--- src/design/scl_pkg.sv ---
// Package for the shell command lexer: token kinds, lexing modes, character codes,
// offset type and the character-class helper functions.
// It has no dependencies and is used by shell_command_lexer.
package scl_pkg;

  localparam int OffsetBits = 16;
  localparam int OutBits    = 16;
  localparam int FifoDepth  = 4;
  localparam int PtrBits    = $clog2(FifoDepth);
  localparam int CntBits    = $clog2(FifoDepth + 1);

  typedef logic [OffsetBits-1:0] offset_t;

  typedef enum logic [3:0] {
    KSpace   = 4'd0,
    KOpen    = 4'd1,
    KClose   = 4'd2,
    KSemi    = 4'd3,
    KAndAnd  = 4'd4,
    KOrOr    = 4'd5,
    KNewline = 4'd6,
    KNumber  = 4'd7,
    KWord    = 4'd8,
    KString  = 4'd9,
    KBang    = 4'd10,
    KEof     = 4'd11,
    KError   = 4'd12
  } kind_e;

  typedef enum logic [8:0] {
    MIdle   = 9'b000000001,
    MSpace  = 9'b000000010,
    MNumber = 9'b000000100,
    MWord   = 9'b000001000,
    MAmp    = 9'b000010000,
    MBar    = 9'b000100000,
    MDq     = 9'b001000000,
    MSq     = 9'b010000000,
    MError  = 9'b100000000
  } mode_e;

  localparam logic [7:0] ChSpace   = 8'h20;
  localparam logic [7:0] ChOpen    = 8'h28;
  localparam logic [7:0] ChClose   = 8'h29;
  localparam logic [7:0] ChSemi    = 8'h3B;
  localparam logic [7:0] ChNewline = 8'h0A;
  localparam logic [7:0] ChBang    = 8'h21;
  localparam logic [7:0] ChDquote  = 8'h22;
  localparam logic [7:0] ChSquote  = 8'h27;
  localparam logic [7:0] ChAmp     = 8'h26;
  localparam logic [7:0] ChBar     = 8'h7C;
  localparam logic [7:0] ChUnder   = 8'h5F;
  localparam logic [7:0] ChHyphen  = 8'h2D;
  localparam logic [7:0] ChSlash   = 8'h2F;

  // One queued result.
  typedef struct packed {
    kind_e              kind;
    logic [OutBits-1:0] start_off;
    logic [OutBits-1:0] end_off;
    logic               last;
  } result_t;

  // What a character does when it arrives with no token pending.
  typedef struct packed {
    mode_e mode;
    logic  set_begin;
    logic  emit;
    kind_e kind;
  } idle_t;

  function automatic logic is_digit(logic [7:0] c);
    return (c >= 8'h30) && (c <= 8'h39);
  endfunction

  function automatic logic is_word(logic [7:0] c);
    return is_digit(c) || ((c >= 8'h41) && (c <= 8'h5A)) ||
           ((c >= 8'h61) && (c <= 8'h7A)) ||
           (c == ChUnder) || (c == ChHyphen) || (c == ChSlash);
  endfunction

  function automatic offset_t sat_inc(offset_t v);
    return (v == {OffsetBits{1'b1}}) ? v : v + offset_t'(1);
  endfunction

  function automatic logic [OutBits-1:0] to_out(offset_t v);
    logic [32:0] w;
    w = 33'(v);
    return (w > 33'h0FFFF) ? {OutBits{1'b1}} : w[OutBits-1:0];
  endfunction

  function automatic idle_t from_idle(logic [7:0] c);
    idle_t r;
    r.mode      = MIdle;
    r.set_begin = 1'b0;
    r.emit      = 1'b0;
    r.kind      = KError;
    if (c == ChSpace) begin
      r.mode = MSpace;
      r.set_begin = 1'b1;
    end else if (c == ChOpen) begin
      r.emit = 1'b1;
      r.kind = KOpen;
    end else if (c == ChClose) begin
      r.emit = 1'b1;
      r.kind = KClose;
    end else if (c == ChSemi) begin
      r.emit = 1'b1;
      r.kind = KSemi;
    end else if (c == ChNewline) begin
      r.emit = 1'b1;
      r.kind = KNewline;
    end else if (c == ChBang) begin
      r.emit = 1'b1;
      r.kind = KBang;
    end else if (is_digit(c)) begin
      r.mode = MNumber;
      r.set_begin = 1'b1;
    end else if (is_word(c)) begin
      r.mode = MWord;
      r.set_begin = 1'b1;
    end else if (c == ChDquote) begin
      r.mode = MDq;
      r.set_begin = 1'b1;
    end else if (c == ChSquote) begin
      r.mode = MSq;
      r.set_begin = 1'b1;
    end else if (c == ChAmp) begin
      r.mode = MAmp;
      r.set_begin = 1'b1;
    end else if (c == ChBar) begin
      r.mode = MBar;
      r.set_begin = 1'b1;
    end else begin
      r.mode = MError;
      r.emit = 1'b1;
      r.kind = KError;
    end
    return r;
  endfunction

endpackage

--- src/design/shell_command_lexer.sv ---
// Shell command lexer: one character or end-of-input mark per input transaction,
// up to two tokens out per transaction. Depends on scl_pkg.
//
// Usage:
//   Input channel (in_valid_i/in_ready_o) carries op_i (0 character, 1 end of
//   input) and char_code_i. Output channel (out_valid_o/out_ready_i) carries
//   one token per transaction: kind, start and end offsets, and last_in_run_o
//   on the final token caused by an input transaction.
//   The configuration channel (cfg_valid_i/cfg_ready_o) writes keep_separators;
//   it is always ready and should be written only while the lexer is idle.
// Timing:
//   The lexer state is updated in the cycle an input is accepted and its tokens
//   enter a four-entry result queue; the first token is visible in the cycle
//   after acceptance. One input is accepted per cycle while the queue has room for
//   two tokens; the queue drains one token per cycle while out_ready_i is high,
//   so inputs that yield two tokens are paced by the output port.
// Reset and stall:
//   Reset empties the queue, clears the offsets and keep_separators, and puts
//   the lexer in the idle mode. When the receiver stalls, tokens wait in the
//   queue and in_ready_o drops once fewer than two entries are free.
module shell_command_lexer (
  input  logic                      clk_i,
  input  logic                      rst_ni,
  input  logic                      in_valid_i,
  output logic                      in_ready_o,
  input  logic                      op_i,
  input  logic [7:0]                char_code_i,
  input  logic                      cfg_valid_i,
  output logic                      cfg_ready_o,
  input  logic                      cfg_keep_separators_i,
  output logic                      out_valid_o,
  input  logic                      out_ready_i,
  output logic [3:0]                token_kind_o,
  output logic [scl_pkg::OutBits-1:0] start_offset_o,
  output logic [scl_pkg::OutBits-1:0] end_offset_o,
  output logic                      last_in_run_o
);

  scl_pkg::mode_e   mode_q, mode_d;
  scl_pkg::offset_t begin_q, begin_d;
  scl_pkg::offset_t pos_q, pos_d;
  logic             keep_q;

  scl_pkg::result_t fifo_q [scl_pkg::FifoDepth];
  logic [scl_pkg::PtrBits-1:0] wr_ptr_q, rd_ptr_q;
  logic [scl_pkg::CntBits-1:0] count_q;

  logic             in_acc, out_acc;
  scl_pkg::idle_t   fi;
  logic             use_fi;
  logic             a_vld, b_vld;
  scl_pkg::kind_e   a_kind, b_kind;
  scl_pkg::offset_t a_start, a_end, b_start, b_end;
  scl_pkg::offset_t nx;
  scl_pkg::result_t r0, r1;
  logic [1:0]       push_cnt;

  assign in_ready_o  = (count_q <= scl_pkg::CntBits'(scl_pkg::FifoDepth - 2));
  assign cfg_ready_o = 1'b1;
  assign in_acc      = in_valid_i & in_ready_o;
  assign out_valid_o = (count_q != '0);
  assign out_acc     = out_valid_o & out_ready_i;

  always_comb begin
    fi      = scl_pkg::from_idle(char_code_i);
    nx      = scl_pkg::sat_inc(pos_q);
    mode_d  = mode_q;
    begin_d = begin_q;
    pos_d   = pos_q;
    use_fi  = 1'b0;
    a_vld   = 1'b0;
    a_kind  = scl_pkg::KSpace;
    a_start = begin_q;
    a_end   = pos_q;
    b_vld   = 1'b0;
    b_kind  = scl_pkg::KEof;
    b_start = pos_q;
    b_end   = nx;
    if (in_acc) begin
      if (op_i) begin
        // Flush the pending token, then eof; offsets restart from zero.
        unique case (mode_q) inside
          scl_pkg::MSpace: begin
            a_vld  = keep_q;
            a_kind = scl_pkg::KSpace;
          end
          scl_pkg::MNumber: begin
            a_vld  = 1'b1;
            a_kind = scl_pkg::KNumber;
          end
          scl_pkg::MWord: begin
            a_vld  = 1'b1;
            a_kind = scl_pkg::KWord;
          end
          scl_pkg::MAmp, scl_pkg::MBar, scl_pkg::MDq, scl_pkg::MSq: begin
            a_vld  = 1'b1;
            a_kind = scl_pkg::KError;
            a_end  = scl_pkg::sat_inc(begin_q);
          end
          default: begin
            a_vld = 1'b0;
          end
        endcase
        b_vld   = 1'b1;
        b_kind  = scl_pkg::KEof;
        b_end   = pos_q;
        mode_d  = scl_pkg::MIdle;
        begin_d = '0;
        pos_d   = '0;
      end else begin
        pos_d = nx;
        unique case (mode_q) inside
          scl_pkg::MSpace: begin
            if (char_code_i != scl_pkg::ChSpace) begin
              a_vld  = keep_q;
              a_kind = scl_pkg::KSpace;
              use_fi = 1'b1;
            end
          end
          scl_pkg::MNumber: begin
            if (!scl_pkg::is_digit(char_code_i)) begin
              a_vld  = 1'b1;
              a_kind = scl_pkg::KNumber;
              if (scl_pkg::is_word(char_code_i)) begin
                mode_d  = scl_pkg::MWord;
                begin_d = pos_q;
              end else begin
                use_fi = 1'b1;
              end
            end
          end
          scl_pkg::MWord: begin
            if (!scl_pkg::is_word(char_code_i)) begin
              a_vld  = 1'b1;
              a_kind = scl_pkg::KWord;
              use_fi = 1'b1;
            end
          end
          scl_pkg::MAmp, scl_pkg::MBar: begin
            a_vld = 1'b1;
            if (char_code_i == ((mode_q == scl_pkg::MAmp) ? scl_pkg::ChAmp
                                                         : scl_pkg::ChBar)) begin
              a_kind = (mode_q == scl_pkg::MAmp) ? scl_pkg::KAndAnd : scl_pkg::KOrOr;
              a_end  = nx;
              mode_d = scl_pkg::MIdle;
            end else begin
              a_kind = scl_pkg::KError;
              a_end  = scl_pkg::sat_inc(begin_q);
              mode_d = scl_pkg::MError;
            end
          end
          scl_pkg::MDq, scl_pkg::MSq: begin
            if (char_code_i == ((mode_q == scl_pkg::MDq) ? scl_pkg::ChDquote
                                                        : scl_pkg::ChSquote)) begin
              a_vld  = 1'b1;
              a_kind = scl_pkg::KString;
              a_end  = nx;
              mode_d = scl_pkg::MIdle;
            end
          end
          scl_pkg::MError: begin
            mode_d = scl_pkg::MError;
          end
          default: begin
            use_fi = 1'b1;
          end
        endcase
        if (use_fi) begin
          mode_d = fi.mode;
          if (fi.set_begin) begin
            begin_d = pos_q;
          end
          b_vld  = fi.emit;
          b_kind = fi.kind;
        end
      end
    end
  end

  // Compact the two candidate tokens so that the first valid one goes first.
  always_comb begin
    r1.kind      = b_kind;
    r1.start_off = scl_pkg::to_out(b_start);
    r1.end_off   = scl_pkg::to_out(b_end);
    r1.last      = 1'b1;
    if (a_vld) begin
      r0.kind      = a_kind;
      r0.start_off = scl_pkg::to_out(a_start);
      r0.end_off   = scl_pkg::to_out(a_end);
      r0.last      = !b_vld;
    end else begin
      r0 = r1;
    end
    push_cnt = {1'b0, a_vld} + {1'b0, b_vld};
  end

  always_ff @(posedge clk_i or negedge rst_ni) begin
    if (!rst_ni) begin
      mode_q   <= scl_pkg::MIdle;
      begin_q  <= '0;
      pos_q    <= '0;
      keep_q   <= 1'b0;
      wr_ptr_q <= '0;
      rd_ptr_q <= '0;
      count_q  <= '0;
    end else begin
      mode_q   <= mode_d;
      begin_q  <= begin_d;
      pos_q    <= pos_d;
      if (cfg_valid_i && cfg_ready_o) begin
        keep_q <= cfg_keep_separators_i;
      end
      wr_ptr_q <= wr_ptr_q + scl_pkg::PtrBits'(push_cnt);
      if (out_acc) begin
        rd_ptr_q <= rd_ptr_q + scl_pkg::PtrBits'(1);
      end
      count_q  <= count_q + scl_pkg::CntBits'(push_cnt)
                  - scl_pkg::CntBits'(out_acc);
    end
  end

  always_ff @(posedge clk_i) begin
    if (push_cnt != 2'd0) begin
      fifo_q[wr_ptr_q] <= r0;
    end
    if (push_cnt == 2'd2) begin
      fifo_q[wr_ptr_q + scl_pkg::PtrBits'(1)] <= r1;
    end
  end

  assign token_kind_o   = fifo_q[rd_ptr_q].kind;
  assign start_offset_o = fifo_q[rd_ptr_q].start_off;
  assign end_offset_o   = fifo_q[rd_ptr_q].end_off;
  assign last_in_run_o  = fifo_q[rd_ptr_q].last;

`ifndef SYNTHESIS
  a_no_overflow: assert property (@(posedge clk_i) disable iff (!rst_ni)
    count_q <= scl_pkg::CntBits'(scl_pkg::FifoDepth))
    else $error("result queue overflow");

  a_eof_pushes: assert property (@(posedge clk_i) disable iff (!rst_ni)
    (in_acc && op_i) |-> (push_cnt != 2'd0))
    else $error("end of input produced no eof token");

  a_eof_clears: assert property (@(posedge clk_i) disable iff (!rst_ni)
    (in_acc && op_i) |=> (pos_q == '0 && mode_q == scl_pkg::MIdle))
    else $error("end of input did not restart the offsets");

  a_error_sticks: assert property (@(posedge clk_i) disable iff (!rst_ni)
    (in_acc && !op_i && mode_q == scl_pkg::MError) |=>
      (mode_q == scl_pkg::MError && count_q <= $past(count_q)))
    else $error("error mode left or emitted before end of input");
`endif

endmodule
--- config.mk ---
export PLATFORM = sky130hd
export DESIGN_NAME = shell_command_lexer
export DESIGN_NICKNAME = d
export VERILOG_FILES = /design/src/design/scl_pkg.sv /design/src/design/shell_command_lexer.sv
export SDC_FILE = /design/constraint.sdc
export NUM_CORES = 1
export LEC_CHECK = 0
export BUFFER_PORTS_ARGS = -buffer_cell sky130_fd_sc_hd__buf_2
export CORE_ASPECT_RATIO = 0.6
export CORE_MARGIN = 5
export CORE_UTILIZATION = 51
export CTS_BUF_LIST = sky130_fd_sc_hd__clkbuf_2
export CTS_CLUSTER_SIZE = 8
export DETAILED_ROUTE_END_ITERATION = 12
export GPL_ROUTABILITY_DRIVEN = 1
export GPL_TIMING_DRIVEN = 0
export PLACE_DENSITY_LB_ADDON = 0.08
export SYNTH_ARGS = -nofsm -noshare
export SYNTH_HDL_FRONTEND = slang
export SYNTH_SLANG_ARGS = --single-unit
--- constraint.sdc ---
create_clock -name clk_i -period 6.4 [get_ports clk_i]
set_input_delay 1.28 -clock clk_i [delete_from_list [all_inputs] [get_ports clk_i]]
set_output_delay 1.28 -clock clk_i [all_outputs]
set_load 0.02 [all_outputs]
* Yosys cells after proc, flatten, opt, wreduce, memory -nomap -nowiden
Memory sizes are Yosys's and may differ from the RTL's.
Cells that the tools add are included.
Widths: inputs -> output; s select.
** Storage, ports and cells
- Register bits after elaboration :: 49
- RAM bits :: 148
- Memories :: 1
- Input bits :: 15
- Word-level logic and storage cells :: 157
** Memory list
- fifo_q :: depth 4, bits a word 37, read ports 1, clocked after memory_dff 0, wr ports 2, RTL line shell_command_lexer.sv:44 : scl_pkg::result_t fifo_q [scl_pkg::FifoDepth];
** Cells by class
- Eq/ne operators :: 30
- Multiplexer cells :: 84
- $lt $le $gt $ge :: 7
- Bitwise gates (word level) :: 2
- $add $sub $neg :: 8
- Reductions and logical operators :: 18
** Operators by type and width (number)
- $mux 16 :: 16
- $mux 10 :: 11
- $eq 8x6->1 const B :: 10
- $mux 9 :: 7
- $mux 5 :: 12
- $mux 37 :: 1
- $pmux 9 s4 :: 1
- $add 16x1->16 const B :: 2
- $eq 16x16->1 const B :: 2
- $mux 4 :: 8
- $pmux 16 s2 :: 1
- $mux 1 :: 19
- $eq 8x7->1 const B :: 2
- $ge 8x7->1 const B :: 2
- $le 8x7->1 const B :: 2
- $pmux 4 s4 :: 1
- $pmux 4 s3 :: 1
- $eq 9x2->1 const B :: 1
- $eq 9x3->1 const B :: 1
- $eq 9x4->1 const B :: 1
- $eq 9x5->1 const B :: 1
- $eq 9x6->1 const B :: 1
- $eq 9x7->1 const B :: 1
- $eq 9x8->1 const B :: 1
- other kinds (34) :: 44

* Depth between registers and ports, before layout
Gate-level depths: netlist of run 1.
- Depth after elaboration :: 22
- Depth in mapped cells :: 18
- Depth with buffers taken out :: 16

* Least setup slack after synthesis of run 1
Ideal clock, no wire load.
- Path kind :: input to register
- From :: input port char_code_i[3]
- To :: memory fifo_q[1][10] (netlist bit), enable pin
- Slack :: 0.630 ns
- Arrival time :: 5.337 ns
- Data required time :: 5.967 ns
- Stages on the path :: 12
- Setup time :: 0.433 ns
- Path through :: buf_6 > or4b_4 > or3b_1 > buf_2 > or3_4 > o21ai_2 > o31a_4 > buf_4 > ha_1 > nor2_1 > a21oi_1 > nor2b_1
** RTL lines
- from (decl) :: RTL line shell_command_lexer.sv:27 : input logic [7:0] char_code_i,
- to (decl) :: RTL line shell_command_lexer.sv:44

==> results_dict.tcl, run 1 <==
set metrics [dict create \
    cp_slowest_cell "o21ai_1" \
    crit_path_max_fanout 10 \
    layout-drive-gt1-share 0.1653 \
    yosys-top-cells-area "edfxtp_1, dfrtp_1, mux4_2" \
    drt_wl_total_um 35490 \
    worstPathCellList "clkbuf_1, or2_2, nor4_1, o32a_1, nor2_1, o21ai_0, clkbuf_1, a21oi_1, nor2_1, inv_1, ha_1, or3_1, clkbuf_1, o21ai_1, buf_2, nand2_1, o21ai_0" \
    grt_start_max_net_pins 50 \
    clock_sinks 197 \
    hold_violations 0 \
    reg2reg_slack_ns 1.16 \
    die_area_um2 25280 \
    syn_nets 1064 \
    place_hpwl_um 25910 \
    cts_resized 0 \
    critPathArrivalTime_ns 6.15 \
    clock_path_buffers 2 \
    synth_commonest_cells "edfxtp_1, nand2_1, o22ai_1" \
    p_per_area_nw_per_um2 379.2 \
    drc 0 \
    track_usage 0.2792 \
    intPower_mw 2.671 \
    yosysWarnings 0 \
    sw_frac_of_total 0.4239 \
    fill_cells 1931 \
    crit_type "input port to register" \
    synth.distinct_cells 81 \
    drv_cap 0 \
    multi_input_area_um2 5155 \
    die_w_um 201.9 \
    io_buffers 50 \
    relSlewSlack 0.1553 \
    worst-endpoint-required_ns 7.05 \
    viasPerCell 6.593 \
    hold_depth 2 \
    clkTransAtPathRegs_ns 0.26 \
    status "finished clean" \
    ys.flop_type "edfxtp_1" \
    fin_crit_sh 0.8585 \
    gp_congestion 0.9986 \
    cp-start-kind "input port" \
    netlist_instances 1039 \
    setup_viol 0 \
    fin_setup_tns_ns 0 \
    place_inst 1379 \
    grt.overflow.total 0 \
    tightest_slew_ns 1.267 \
    finalClockSkew_ns 0.04573 \
    crit_path_max_incr_delay_ns 0.79 \
    antenna_found_initial 0 \
    ant_nets 0 \
    synth_seq_area_share 0.4996 \
    avgSynthCellArea_um2 10.85 \
    r2r_end "fifo_q[0][24]" \
    hp-start "fifo_q[0][0]" \
    nets 1137 \
    rsz0062_at_grt "false" \
    p_seq_frac 0.396 \
    synth_top_area_frac 0.3836 \
    cp-end-kind "register" \
    register_area_um2 5632 \
    dr.pass1.iters 5 \
    p_comb_frac 0.458 \
    cts.htree.levels 4 \
    drt_iter0_drc 1354 \
    yosysTopAreaCell "edfxtp_1" \
    hold_class "register to register" \
    grt_pass1_vias 8821 \
    cp_top_family "compound AO/OA/AOI/OAI gates" \
    min_to "fifo_q[0][0]" \
    numCtsBuffers 17 \
    cp.depth 17 \
    pin_count 55 \
    final-instance-count-excl-fill 1411 \
    initial_utilization 0.5144 \
    slew_violations 0 \
    reg2reg_from "mode_q[6]" \
    syn_area_um2 11270 \
    clkPwrFrac 0.146 \
    synth-seq-cells 197 \
    fmax_ghz 0.1820 \
    post_drt_wl_per_cell_um 25.16 \
    synth_edf_count 144 \
    vdd_ir_drop_max_mv 0.2549 \
    post-cts-setup-buffer-count 0 \
    cts_hold_buf 0 \
    antenna_cells 0 \
    p_leak_nw 4.311 \
    cts-root-buf "clkbuf_2" \
    coreArea_um2 21910 \
    clk_latency_ns 0.84 \
    crit_buf_inv 5 \
    async_reset_ff_frac 0.2487 \
    grt_pass1_wl_um 54190 \
    num_rows 42 \
    rr_worst_depth 16 \
    power_switching_mw 1.966 \
    post-synth-top-count-cell "edfxtp_1" \
    areaGrowthSynthToFinish_pct 8.479 \
    cts_tree "yes" \
    path_common_cell "clkbuf_1" \
    fp.dieH_um 125.2 \
    period_needed_ns 5.494 \
    vias 9303 \
    finish.utilization 0.5581 \
]
## cells in the final DEF (no fill, tap or decap), drive strengths merged, types with 20 or more instances in the layout
| cell type | synthesis | final |
|---|---|---|
| a21oi | 47 | 47 |
| a22o | 59 | 59 |
| a22oi | 21 | 21 |
| buf | 39 | 93 |
| clkbuf | 58 | 78 |
| dfrtp | 48 | 48 |
| edfxtp | 144 | 144 |
| inv | 17 | 20 |
| mux4 | 37 | 37 |
| nand2 | 103 | 103 |
| nand3 | 34 | 34 |
| nor2 | 62 | 62 |
| o21ai | 68 | 68 |
| o22ai | 77 | 77 |
## worst register-to-register path, stage by stage, from the launching register on
cell and delay (ns):
dfrtp_1 0.50, or4_1 0.53, clkbuf_1 0.19, nor3b_1 0.43, nand2_1 0.12, o21ai_0 0.20, clkbuf_1 0.43, a21oi_1 0.14
nor2_1 0.22, inv_1 0.07, ha_1 0.23, or3_1 0.33, clkbuf_1 0.29, o21ai_1 0.79, buf_2 0.38, nand2_1 0.07
o21ai_0 0.13
## registers in the layout, summed over array words and instances, names as in the netlist
| signal | cells |
|---|---|
| count_q | 3 |
| wr_ptr_q | 2 |
| a_start | 16 |
| rd_ptr_q | 2 |
| keep_q | 1 |
| fifo_q | 148 |
| b_start | 16 |
| mode_q | 9 |
## power by group through the flow
stage	clock (mW)	sequential [mW]	combinational (mW)
after global routing	0.732	1.86	2.29
after detailed placement	0	1.86	2.11
final	0.679	1.83	2.12
after CTS	0.679	1.83	2.12
after floorplan	0	1.83	1.41
after global placement	0	1.88	2.05
## metal layers
| layer | up-vias | track usage | routed length (µm) |
|---|---|---|---|
| met4 | 0 | 0.06867 | 694 |
| met5 | - | 0 | 0 |
| met1 | 4580 | 0.4315 | 16130 |
| met3 | 49 | 0.07039 | 3894 |
| li1 | 4158 | - | - |
| met2 | 516 | 0.3949 | 14770 |
## metrics by stage
stage	hold WS [ns]	instance area, µm²	worst slack, ns	total power [mW]
after floorplan	0.4381	11270	0.6300	3.238
after global placement	0.4593	11880	-1.594	3.924
after detailed placement	0.4799	11980	0.2247	3.974
after CTS	0.5099	12230	1.078	4.629
after global routing	0.5360	12230	0.7908	4.879
final	0.5153	12230	0.9056	4.637
## how the worst max path moves through the flow
stage	slack, ns	startpoint	end
after global placement	-1.59	char_code_i[0]	fifo_q[1][24]
after detailed placement	0.22	char_code_i[0]	fifo_q[0][24]
after CTS	1.08	char_code_i[0]	fifo_q[0][24]
after global routing	0.79	char_code_i[0]	fifo_q[0][24]
final	0.91	char_code_i[0]	fifo_q[0][24]
after floorplan	0.63	char_code_i[3]	fifo_q[1][10]
## cell families (layout without fill, tap and decap cells)
kind of cell / Yosys count / count (layout) / synth area share
compound gates: 336 / 336 / 0.2026
fa+ha+maj: 10 / 10 / 0.01176
simple gates: 304 / 304 / 0.1341
xor+xnor: 24 / 24 / 0.01865
flops: 197 / 197 / 0.4996
buf+inv: 114 / 200 / 0.04440
mux: 53 / 53 / 0.08868
other cells: 1 / 1 / 0.0003326
## cell type report
| type | instances | area share |
|---|---|---|
| clock buffers | 20 | 0.008185 |
| flip-flops and latches | 197 | 0.4605 |
| repair buffers | 54 | 0.02701 |
| clock inverters | 12 | 0.01258 |
| inverters | 17 | 0.005423 |
| well taps | 286 | 0.02926 |
| multi-input cells | 728 | 0.4215 |
| plain buffers | 97 | 0.03550 |
No activity file was read; power rests on OpenSTA's default activity.
==> run 2: changes to the inputs <==
--- a/config.mk
+++ b/config.mk
@@ -6,6 +6,7 @@
 export NUM_CORES = 1
 export LEC_CHECK = 0
 export BUFFER_PORTS_ARGS = -buffer_cell sky130_fd_sc_hd__buf_2
+export CAP_MARGIN = 15
 export CORE_ASPECT_RATIO = 0.6
 export CORE_MARGIN = 5
 export CORE_UTILIZATION = 51
@@ -15,6 +16,8 @@
 export GPL_ROUTABILITY_DRIVEN = 1
 export GPL_TIMING_DRIVEN = 0
 export PLACE_DENSITY_LB_ADDON = 0.08
+export RECOVER_POWER = 50
+export SETUP_SLACK_MARGIN = 0.02
 export SYNTH_ARGS = -nofsm -noshare
 export SYNTH_HDL_FRONTEND = slang
 export SYNTH_SLANG_ARGS = --single-unit
==> run 2 against run 1 <==
  * The run now ends with capacitance limit, slew limit left
  * Hold slack got worse by 0.0029 ns
  * Sequential power barely moved
  * Design area shrank 0.74%
  * Largest cell class unchanged
==> results_dict.tcl, run 2 (synthesized netlist as in run 1, its figures left out) <==
set metrics [dict create \
    vias 9389 \
    coreArea_um2 21910 \
    finalClockSkew_ns 0.04808 \
    p_leak_nw 4.191 \
    viasPerCell 6.645 \
    cts.htree.levels 4 \
    numCtsBuffers 17 \
    drt_iter0_drc 1291 \
    fmax_ghz 0.1779 \
    final-instance-count-excl-fill 1413 \
    die_w_um 201.9 \
    cts-root-buf "clkbuf_2" \
    clock_path_buffers 2 \
    antenna_found_initial 0 \
    cts_tree "yes" \
    clkTransAtPathRegs_ns 0.25 \
    grt_start_max_net_pins 34 \
    p_per_area_nw_per_um2 375.3 \
    dp_slack_ns 0.2368 \
    ant_nets 0 \
    critPathArrivalTime_ns 6.08 \
    status "finished, violations left" \
    num_rows 42 \
    post_drt_wl_per_cell_um 25.18 \
    period_needed_ns 5.621 \
    largest_reg_flops 148 \
    cp_slowest_cell "clkbuf_2" \
    pin_count 55 \
    drv_cap 1 \
    crit_buf_inv 3 \
    clk_latency_ns 0.84 \
    cts_hold_buf 0 \
    violations "capacitance limit, slew limit" \
    whs_ns 0.5124 \
    cp-end-kind "register" \
    rsz0062_at_grt "false" \
    mostFrequentLayoutCell "edfxtp_1" \
    post-cts-setup-buffer-count 0 \
    cp-start-kind "input port" \
    fp.dieH_um 125.2 \
    top_register "fifo_q" \
    fin_ws_ns 0.7788 \
    grt_pass1_vias 8897 \
    initial_utilization 0.5144 \
    drc 0 \
    die_area_um2 25280 \
    cts_resized 0 \
    tightest_slew_ns 1.974 \
    cp_top_family "simple AND/OR/NAND/NOR gates" \
    hold_class "register to register" \
    vdd_ir_drop_max_mv 0.2569 \
    antenna_cells 0 \
    drt_wl_total_um 35580 \
    place_inst 1380 \
    clock_sinks 197 \
    crit_type "input port to register" \
    io_buffers 50 \
    gp_congestion 0.9986 \
    crit_path_max_incr_delay_ns 0.88 \
    layout_common_cells "edfxtp_1, nand2_1, clkbuf_1, o22ai_1, o21ai_0" \
    grt.overflow.total 0 \
    worst-endpoint-required_ns 6.86 \
    layout-drive-gt1-share 0.1304 \
    areaGrowthSynthToFinish_pct 7.680 \
    track_usage 0.2802 \
    dr.pass1.iters 6 \
    place_hpwl_um 25990 \
    path_common_cell "nor2_1" \
    hold_violations 0 \
    fin_crit_sh 0.8783 \
    grt_pass1_wl_um 54290 \
    setup_viol 0 \
    slew_violations 34 \
    crit_path_max_fanout 29 \
    nets 1139 \
    relSlewSlack -0.3163 \
    worstPathCellList "clkbuf_1, or2_2, nor4_1, o32a_1, nor2_1, o21ai_0, clkbuf_1, a21oi_1, nor2_1, ha_1, nor2_1, a21oi_1, and2_0, clkbuf_2" \
]
[run 2: cell count changes in the layout (fill, tap and decap cells not counted), sizes merged]
cell | before | now
bufinv | 3 | 2
clkinvlp | 1 | 2
buf | 93 | 54
clkbuf | 78 | 119
[run 2: routing by layer]
layer	up-vias	share of wire	GRT usage
met4	0	0.027	0.07871
met3	62	0.11	0.07479
li1	4171	-	-
met2	577	0.41	0.3886
met1	4579	0.45	0.4327
met5	-	0	0
[run 2: final cells by class]
| type | instances | area (µm²) |
|---|---|---|
| Timing Repair Buffer | 56 | 280.3 |
| Clock buffer | 20 | 100.1 |
| Clock inverter | 12 | 127.6 |
| Buffer | 97 | 429.2 |
| Multi-Input combinational cell | 728 | 5146 |
| Tap cell | 286 | 357.8 |
| Fill cell | 1940 | 9774 |
| Inverter | 17 | 66.31 |
| Sequential cell | 197 | 5632 |
[run 2: stage by stage]
stage | instance area [µm²] | power [mW] | setup TNS [ns] | utilization
after detailed placement | 12000 | 3.972 | 0 | 0.5474
after global placement | 11880 | 3.924 | -77.69 | 0.5422
after global routing | 12140 | 4.800 | 0 | 0.5540
after floorplan | 11270 | 3.238 | 0 | -
final | 12140 | 4.555 | 0 | 0.5540
after CTS | 12220 | 4.590 | 0 | 0.5578
[run 2: report_power, final]
part | total, mW | leakage (nW) | switching [mW] | internal (mW)
Sequential | 1.84 | 2.05 | 0.123 | 1.72
Clock | 0.634 | 0.140 | 0.450 | 0.185
Combinational | 2.08 | 2.00 | 1.39 | 0.687
[run 2: worst paths after layout]
check / startpoint / to / slack [ns] / cells past startpoint
max: char_code_i[0] / fifo_q[3][27] / 0.78 / 14
max in group asynchronous: rst_ni / a_start[12] / 3.43 / 2
min reg2reg: count_q[2] / count_q[2] / 0.51 / 1
min in group asynchronous: rst_ni / b_start[1] / 0.57 / 1
max reg2reg: mode_q[6] / fifo_q[3][27] / 1.15 / 13
min: count_q[2] / count_q[2] / 0.51 / 1
